### src/rtl/mains_loss_duty_detector_assert.svh
// Assertion macros for the mains loss duty detector.
// Define NO_ASSERTIONS to compile them out; needs clk and rst_n in scope.
`ifndef MAINS_LOSS_DUTY_DETECTOR_ASSERT_SVH
`define MAINS_LOSS_DUTY_DETECTOR_ASSERT_SVH
`ifndef NO_ASSERTIONS
// same-cycle implication
`define MLD_ASSERT_NOW(label, ante, cons) \
  label: assert property (@(posedge clk) disable iff (!rst_n) (ante) |-> (cons)) \
    else $error("mld assertion failed");
// next-cycle implication
`define MLD_ASSERT_NEXT(label, ante, cons) \
  label: assert property (@(posedge clk) disable iff (!rst_n) (ante) |=> (cons)) \
    else $error("mld assertion failed");
`else
`define MLD_ASSERT_NOW(label, ante, cons)
`define MLD_ASSERT_NEXT(label, ante, cons)
`endif
`endif

### src/rtl/mld_pkg.sv
// Shared types and constants for the mains loss duty detector.
// No dependencies.
package mld_pkg;

  localparam int TICK_BITS = 16;
  localparam int DUTY_BITS = 20;
  localparam int DEB_BITS  = 16;
  localparam int CONF_BITS = 8;
  localparam int CFG_BITS  = 20;

  localparam logic [DUTY_BITS-1:0] PPM_SCALE       = 20'd1000000;
  localparam logic [CONF_BITS-1:0] CONFIRM_DEFAULT = 8'd3;
  localparam logic [CONF_BITS-1:0] AGREE_MAX       = 8'hFF;

  // supply type codes
  localparam logic [1:0] TYPE_ONE     = 2'd0;
  localparam logic [1:0] TYPE_TWO     = 2'd1;
  localparam logic [1:0] TYPE_UNKNOWN = 2'd2;

  // event mode bits
  localparam int MODE_CAPTURE_BIT = 0;
  localparam int MODE_TIMEOUT_BIT = 1;

  // register indexes
  localparam logic [1:0] CFG_DUTY_PPM       = 2'd0;
  localparam logic [1:0] CFG_DEBOUNCE_LIMIT = 2'd1;
  localparam logic [1:0] CFG_CONFIRM_LIMIT  = 2'd2;
  localparam logic [1:0] CFG_PRINT_ACTIVE   = 2'd3;

  typedef struct packed {
    logic [DUTY_BITS-1:0] duty_ppm;
    logic [DEB_BITS-1:0]  debounce_limit;
    logic [CONF_BITS-1:0] confirm_limit;
    logic                 print_active;
  } cfg_t;

  typedef struct packed {
    logic [1:0]           mode;
    logic [TICK_BITS-1:0] interval_ticks;
    logic                 pin_level;
    logic                 save_done;
  } in_item_t;

  typedef struct packed {
    logic                 loss_flag;
    logic                 save_request;
    logic [1:0]           supply_type;
    logic [TICK_BITS-1:0] high_time;
    logic                 high_known;
    logic [TICK_BITS-1:0] low_time;
    logic                 low_known;
    logic                 armed;
  } out_item_t;

  // handshake between input register and output stage
  typedef struct packed {
    logic valid;
    logic advance;
  } stage_ctl_t;

endpackage

### src/rtl/mains_loss_duty_detector.sv
// Top level of the mains loss duty detector: config registers, input
// stage, state update and result register. Uses mld_pkg, mld_in_reg, mld_core.
//
//   port group | direction | flow
//   in_*       | request   | in_valid / in_stall, payload in_data
//   out_*      | result    | out_valid / out_stall, payload out_data
//   cfg_*      | write     | cfg_we, cfg_index, cfg_wdata, no wait
//
// One request per cycle unless stalled; each passes input then result register.
// The state update is one pass: a 17x20 multiply and a compare against the
// high time times 1e6, between the input register and the result register.
// Synchronous active-low reset; config returns to its documented defaults.
// A stalled result holds; one more request is still taken into the input stage.
`include "mains_loss_duty_detector_assert.svh"
module mains_loss_duty_detector (
  input  logic                    clk,
  input  logic                    rst_n,
  input  logic                    in_valid,
  output logic                    in_stall,
  input  mld_pkg::in_item_t       in_data,
  output logic                    out_valid,
  input  logic                    out_stall,
  output mld_pkg::out_item_t      out_data,
  input  logic                    cfg_we,
  input  logic [1:0]              cfg_index,
  input  logic [mld_pkg::CFG_BITS-1:0] cfg_wdata
);
  import mld_pkg::*;

  cfg_t       cfg_r;
  in_item_t   s1_data;
  logic       s1_valid;
  logic       advance;
  stage_ctl_t ctl;
  out_item_t  result;
  out_item_t  out_data_r;
  logic       out_valid_r, out_valid_nxt;

  always_ff @(posedge clk) begin
    if (!rst_n) begin
      cfg_r.duty_ppm       <= 20'd500000;
      cfg_r.debounce_limit <= '0;
      cfg_r.confirm_limit  <= CONFIRM_DEFAULT;
      cfg_r.print_active   <= 1'b0;
    end else if (cfg_we) begin
      case (cfg_index)
        CFG_DUTY_PPM:       cfg_r.duty_ppm       <= cfg_wdata[DUTY_BITS-1:0];
        CFG_DEBOUNCE_LIMIT: cfg_r.debounce_limit <= cfg_wdata[DEB_BITS-1:0];
        CFG_CONFIRM_LIMIT:  cfg_r.confirm_limit  <= cfg_wdata[CONF_BITS-1:0];
        CFG_PRINT_ACTIVE:   cfg_r.print_active   <= cfg_wdata[0];
        default: ;
      endcase
    end
  end

  // output register frees up when empty or taken
  assign advance = !out_valid_r || !out_stall;

  mld_in_reg u_in_reg (
    .clk      (clk),
    .rst_n    (rst_n),
    .in_valid (in_valid),
    .in_stall (in_stall),
    .in_data  (in_data),
    .advance  (advance),
    .s1_data  (s1_data),
    .s1_valid (s1_valid)
  );

  assign ctl.valid   = s1_valid;
  assign ctl.advance = advance;

  mld_core u_core (
    .clk    (clk),
    .rst_n  (rst_n),
    .ctl    (ctl),
    .item   (s1_data),
    .cfg    (cfg_r),
    .result (result)
  );

  assign out_valid_nxt = advance ? s1_valid : out_valid_r;

  always_ff @(posedge clk) begin
    if (!rst_n) begin
      out_valid_r <= 1'b0;
    end else begin
      out_valid_r <= out_valid_nxt;
    end
  end

  always_ff @(posedge clk) begin
    if (s1_valid && advance) begin
      out_data_r <= result;
    end
  end

  assign out_valid = out_valid_r;
  assign out_data  = out_data_r;

  `MLD_ASSERT_NOW(a_stall_needs_item, in_stall, s1_valid)
  `MLD_ASSERT_NEXT(a_item_moves_out, s1_valid && advance, out_valid_r)
  `MLD_ASSERT_NOW(a_request_has_loss, out_valid_r && out_data_r.save_request,
                  out_data_r.loss_flag)
endmodule

### src/rtl/mld_in_reg.sv
// Input register stage of the mains loss duty detector.
// Uses mld_pkg; holds one request while the output stage is busy.
module mld_in_reg (
  input  logic              clk,
  input  logic              rst_n,
  input  logic              in_valid,
  output logic              in_stall,
  input  mld_pkg::in_item_t in_data,
  input  logic              advance,
  output mld_pkg::in_item_t s1_data,
  output logic              s1_valid
);
  import mld_pkg::*;

  logic     valid_r;
  logic     valid_nxt;
  in_item_t data_r;
  logic     take;

  assign in_stall = valid_r && !advance;
  assign take     = in_valid && !in_stall;

  always_comb begin
    if (take) begin
      valid_nxt = 1'b1;
    end else if (advance) begin
      valid_nxt = 1'b0;
    end else begin
      valid_nxt = valid_r;
    end
  end

  always_ff @(posedge clk) begin
    if (!rst_n) begin
      valid_r <= 1'b0;
    end else begin
      valid_r <= valid_nxt;
    end
  end

  always_ff @(posedge clk) begin
    if (take) begin
      data_r <= in_data;
    end
  end

  assign s1_data  = data_r;
  assign s1_valid = valid_r;
endmodule

### src/rtl/mld_core.sv
// Detector state and its single-pass update: debounce, phase capture,
// duty classification with confirmation, loss latch. Uses mld_pkg.
module mld_core (
  input  logic                clk,
  input  logic                rst_n,
  input  mld_pkg::stage_ctl_t ctl,
  input  mld_pkg::in_item_t   item,
  input  mld_pkg::cfg_t       cfg,
  output mld_pkg::out_item_t  result
);
  import mld_pkg::*;

  localparam int SUM_W  = TICK_BITS + 1;
  localparam int PROD_W = SUM_W + DUTY_BITS;

  logic [DEB_BITS-1:0]  deb_cnt_r, deb_cnt_nxt;
  logic [TICK_BITS-1:0] high_r, high_nxt;
  logic                 high_vld_r, high_vld_nxt;
  logic [TICK_BITS-1:0] low_r, low_nxt;
  logic                 low_vld_r, low_vld_nxt;
  logic [1:0]           cand_r, cand_nxt;
  logic [1:0]           conf_r, conf_nxt;
  logic [CONF_BITS-1:0] agree_r, agree_nxt;
  logic                 loss_r, loss_nxt;
  logic                 request;

  logic [SUM_W-1:0]     period;
  logic [PROD_W-1:0]    thr_prod;
  logic [PROD_W-1:0]    high_prod;
  logic [1:0]           kind;
  logic [CONF_BITS-1:0] need;
  logic                 update;

  assign update = ctl.valid && ctl.advance;

  // high > floor(P*duty/1e6) is the same as P*duty < high*1e6
  assign period    = SUM_W'(high_r) + SUM_W'(item.interval_ticks);
  assign thr_prod  = PROD_W'(period) * PROD_W'(cfg.duty_ppm);
  assign high_prod = PROD_W'(high_r) * PROD_W'(PPM_SCALE);
  assign kind      = (thr_prod < high_prod) ? TYPE_TWO : TYPE_ONE;
  assign need      = (cfg.confirm_limit == '0) ? CONFIRM_DEFAULT : cfg.confirm_limit;

  always_comb begin
    deb_cnt_nxt  = deb_cnt_r;
    high_nxt     = high_r;
    high_vld_nxt = high_vld_r;
    low_nxt      = low_r;
    low_vld_nxt  = low_vld_r;
    cand_nxt     = cand_r;
    conf_nxt     = conf_r;
    agree_nxt    = agree_r;
    loss_nxt     = loss_r;
    request      = 1'b0;
    if (item.mode != 2'b00) begin
      if (deb_cnt_r < cfg.debounce_limit) begin
        deb_cnt_nxt = deb_cnt_r + 1'b1;
        loss_nxt    = 1'b0;
      end else begin
        if (item.mode[MODE_CAPTURE_BIT]) begin
          if (item.pin_level) begin
            low_nxt     = item.interval_ticks;
            low_vld_nxt = 1'b1;
            if (high_vld_r) begin
              if (kind == cand_r) begin
                if (agree_r < AGREE_MAX) begin
                  agree_nxt = agree_r + 1'b1;
                end
              end else begin
                cand_nxt  = kind;
                agree_nxt = CONF_BITS'(1);
              end
              if (agree_nxt >= need) begin
                conf_nxt = cand_nxt;
              end
            end
          end else begin
            high_nxt     = item.interval_ticks;
            high_vld_nxt = 1'b1;
          end
        end
        if (item.mode[MODE_TIMEOUT_BIT] && !loss_r && cfg.print_active &&
            !item.save_done) begin
          loss_nxt = 1'b1;
          request  = 1'b1;
        end
      end
    end
  end

  always_ff @(posedge clk) begin
    if (!rst_n) begin
      deb_cnt_r  <= '0;
      high_r     <= '0;
      high_vld_r <= 1'b0;
      low_r      <= '0;
      low_vld_r  <= 1'b0;
      cand_r     <= TYPE_UNKNOWN;
      conf_r     <= TYPE_UNKNOWN;
      agree_r    <= '0;
      loss_r     <= 1'b0;
    end else if (update) begin
      deb_cnt_r  <= deb_cnt_nxt;
      high_r     <= high_nxt;
      high_vld_r <= high_vld_nxt;
      low_r      <= low_nxt;
      low_vld_r  <= low_vld_nxt;
      cand_r     <= cand_nxt;
      conf_r     <= conf_nxt;
      agree_r    <= agree_nxt;
      loss_r     <= loss_nxt;
    end
  end

  always_comb begin
    result.loss_flag    = loss_nxt;
    result.save_request = request;
    result.supply_type  = conf_nxt;
    result.high_time    = high_nxt;
    result.high_known   = high_vld_nxt;
    result.low_time     = low_nxt;
    result.low_known    = low_vld_nxt;
    result.armed        = (deb_cnt_nxt >= cfg.debounce_limit);
  end
endmodule

### config.mk
export PLATFORM = sky130hd
export DESIGN_NAME = mains_loss_duty_detector
export DESIGN_NICKNAME = d
export VERILOG_FILES = /design/src/rtl/mld_pkg.sv /design/src/rtl/mains_loss_duty_detector.sv /design/src/rtl/mld_in_reg.sv /design/src/rtl/mld_core.sv
export VERILOG_INCLUDE_DIRS = /design/src /design/src/rtl
export SDC_FILE = /design/constraint.sdc
export NUM_CORES = 1
export LEC_CHECK = 0
export BUFFER_PORTS_ARGS = -buffer_cell sky130_fd_sc_hd__buf_2
export CAP_MARGIN = 5
export CORE_ASPECT_RATIO = 0.7
export CORE_UTILIZATION = 58
export CTS_CLUSTER_DIAMETER = 60
export DETAILED_ROUTE_END_ITERATION = 8
export MAX_ROUTING_LAYER = met4
export PLACE_DENSITY = 0.77
export REMOVE_ABC_BUFFERS = 1
export SYNTH_ARGS = -nofsm -noshare
export SYNTH_HDL_FRONTEND = slang
export SYNTH_SLANG_ARGS = --single-unit
export TNS_END_PERCENT = 10
### constraint.sdc
create_clock -name clk -period 24.5 [get_ports clk]
set_input_delay 4.9 -clock clk [delete_from_list [all_inputs] [get_ports clk]]
set_output_delay 4.9 -clock clk [all_outputs]
set_load 0.005 [all_outputs]
==> impl_results.md <==
* Status: finished clean
* Finished Layout Cells at 3,176
* Initial Util at 0.598
* Min-delay worst type: flop to flop
* Family with the most delay on the worst path: adder cells
* Worst-margin pin slew at 1130 ps
* Switch share at 0.494
* Final period util at 0.536
* Post-DP HPWL at 45.1 mm
* Synthesized instance count at 2,601
* CTS sink cnt at 169
* Post-Route Setup TNS at 0 ps
* Grt ovf at 0
* Top_reg_cell synth: dfxtp_1
* Die height at 170 um
* Most frequent cells in the layout: inv_1 (454), nand2_1 (449), fa_1 (323)
* CTS tree: done
* Vias in the first global route at 18,600
* Logic pwr share at 0.764
* Skew-Pair Late Insertion Delay at 440 ps
* Sequential share of power at 0.128
* WP buf/inv at 5
* Post-CTS Hold Fix Bufs at 0
* Core Area at 39,000 um^2
* Buffer depth of the longest clock path at 2
* Psw at 1.20 mW
* Layout net count at 3,306
* CTS H-tree lvls at 4
* Tmin final at 13,140 ps
* Commonest non-fill, non-tap cell in the layout: inv_1
* PostCTS Resize Cnt at 0
* Max IR drop VDD at 0.142 mV
* Netlist cell types at 71
* P&R area growth vs syn at 6.34%
* DP Cell Count at 3,144
* Initial DRC Count at 1,430
* Row count at 60
* Post-DRT Antenna Nets at 0
* Sequential share of the synthesized area at 0.171
* GRT Overall Usage at 0.297
* Clock power share at 0.107
* Compound-cell area share of the yosys netlist at 0.0952
* GPL Wtd Cong at 0.961
* Clk root buf: clkbuf_16
* Crit path required time at 24,690 ps
* # diodes at 0
* Slowest CP cell: dfxtp_1
* Mean area per synthesized cell at 8.95 um^2
* Worst Path Arrival at 13,320 ps
* Setup Fix Bufs, Post-CTS at 0
* Yosys warns at 0
* Adder-cell area share of the yosys netlist at 0.439
* Slew headroom at 0.241
* Wire length per cell at 17.5 um
* Leak pwr at 12.4 nW
* P per Cell Area at 98.2 nW/um^2
* Critical path fanouts, max at 20
* Layout Skew at 10.0 ps
* RSZ-0062 raised after global routing: no
* Register bit total from synthesis at 169
* Fraction of layout cells with a size suffix above 1 at 0.0713
* Main combinational cell family by area after synthesis: adder cells
* Startpoint types: flop
* Via/cell ratio at 5.61
* Synth Cell Area at 23,300 um^2
* Via count at 17,800
* Initial antenna violation count at 1
* Clock slew at reported path FFs at 70 ps
* Routed wire length at 55.4 mm
* DR pass1 iterations at 8
* Achievable Freq at 76.1 MHz
* Wire length of the first global-routing pass at 92.9 mm
* CTS Buf Count at 17
* Most Frequent Cell on Critical Path: fa_1
* CP Capture Type: flop
* Slowest cell delay on critical path at 650 ps
* Final hold vios at 0
* Largest net degree at the start of global routing at 115
* MaxCap Viol Count at 0
* IO Pins at 88
* Final setup viols at 0
* Pins Over Slew Limit at 0
* IO buf count at 87
* DRC at 0
* Die width at 241 um
* Die ar. at 41,000 um^2
* Async SR Flop Fraction at 0
* Simple logic cell fraction of the synthesized area at 0.161
* Number of flops mapped to enable cells by yosys at 59
* Mux cell area share after synthesis at 0.0128
* Cell Int Power at 1.23 mW
* Synth Area in XOR/XNOR at 0.0308
* Crit path kind: flop to flop
## registers in the layout, summed over array words and instances (netlist names), 2 cells and up
signal / cells
u_core.conf_r: 2
u_core.agree_r: 8
u_core.cand_r: 2
cfg_r: 45
u_core.low_r: 16
out_data: 39
u_core.deb_cnt_r: 16
u_core.high_r: 16
u_in_reg.s1_data: 20
## stage by stage
| step | setup WS [ps] | cell area (um^2) | utilization | hold WS, ps | power [mW] |
|---|---|---|---|---|---|
| after floorplan | 12680 | 22900 | - | 432 | 1.70 |
| after global placement | 11850 | 24200 | 0.621 | 442 | 2.07 |
| after detailed placement | 11530 | 24200 | 0.621 | 455 | 2.15 |
| after CTS | 11440 | 24800 | 0.636 | 465 | 2.43 |
| after global routing | 10220 | 24800 | 0.636 | 491 | 2.73 |
| final | 11360 | 24800 | 0.636 | 465 | 2.43 |
## final cells by class
class,instances,area [um^2]
flip-flops and latches,169,3970
repair buffers,115,646
fillers,3206,14200
well taps,527,659
multi-input cells,1878,17200
clock buffers,20,437
clock inverters,12,116
inverters,455,1710
## power groups by stage
| stage | combinational, mW | sequential, mW | clock [mW] |
|---|---|---|---|
| 3_5_place_dp | 1.83 | 0.318 | 0 |
| 2_1_floorplan | 1.38 | 0.316 | 0 |
| 4_1_cts | 1.85 | 0.312 | 0.262 |
| 6_report | 1.86 | 0.313 | 0.261 |
| 5_1_grt | 2.14 | 0.314 | 0.273 |
| 3_3_place_gp | 1.75 | 0.318 | 0 |
## logic make-up (layout without fill, tap and decap cells)
family / count (synthesis) / after routing
and+or+nand+nor: 819 / 819
adders and majority gates: 623 / 623
buffers and inverters: 554 / 602
AOI/OAI and AO/OA: 327 / 327
DFF: 169 / 169
xor gates and xnor gates: 82 / 82
muxes: 27 / 27
## cell usage after synthesis, drive strengths merged (3+ instances only)
library cell / count / share of area
a2111oi: 3 / 0.0017
o22ai: 3 / 0.00081
o21a: 25 / 0.0081
inv: 454 / 0.073
nor4: 5 / 0.0013
or3: 15 / 0.0041
fa: 323 / 0.28
nand3b: 4 / 0.0013
xor2: 34 / 0.013
o21bai: 8 / 0.0026
nand3: 36 / 0.0077
a221oi: 4 / 0.0015
ha: 300 / 0.16
and4: 6 / 0.0023
nor3: 26 / 0.0056
nand4: 20 / 0.0054
nand2: 449 / 0.072
a21oi: 64 / 0.014
dfxtp: 110 / 0.095
nor2: 80 / 0.013
o211ai: 9 / 0.0029
mux2i: 4 / 0.0017
and3: 13 / 0.0035
and2: 106 / 0.028
a21boi: 75 / 0.024
mux2: 23 / 0.011
xnor2: 48 / 0.018
or2: 5 / 0.0013
nor2b: 21 / 0.0056
a31o: 7 / 0.0026
a21o: 28 / 0.0090
a31oi: 3 / 0.00081
buf: 11 / 0.0027
o21ai: 62 / 0.013
o211a: 3 / 0.0013
edfxtp: 59 / 0.076
nand2b: 28 / 0.0075
a211oi: 10 / 0.0034
clkbuf: 88 / 0.014
## per-layer routing
layer  up-vias  GRT usage  wire length [um]
li1       8338          -                 -
met1      8835      0.402             25300
met2       539      0.464             25300
met3        91     0.0517              3730
met4         0     0.0699              1100
met5         -          -                 0
## worst register-to-register path, delay by kind of cell, from the launching register on
kind / cells / cell delay [ps]
adders and majority gates: 11 / 4760
DFF: 1 / 650
AOI/OAI and AO/OA: 22 / 4230
and+or+nand+nor: 13 / 2450
muxes: 1 / 350
buffers and inverters: 5 / 480
## worst paths after layout
check	start	end	slack (ps)	cells past startpoint
worst max-delay path	u_core.high_r[0]	out_data[35]	11360	52
worst min-delay path	u_core.low_r[3]	u_core.low_r[3]	470	2
worst max register to register	u_core.high_r[0]	out_data[35]	11360	52
worst min register to register	u_core.low_r[3]	u_core.low_r[3]	470	2
(Power assumes the default switching activity.)
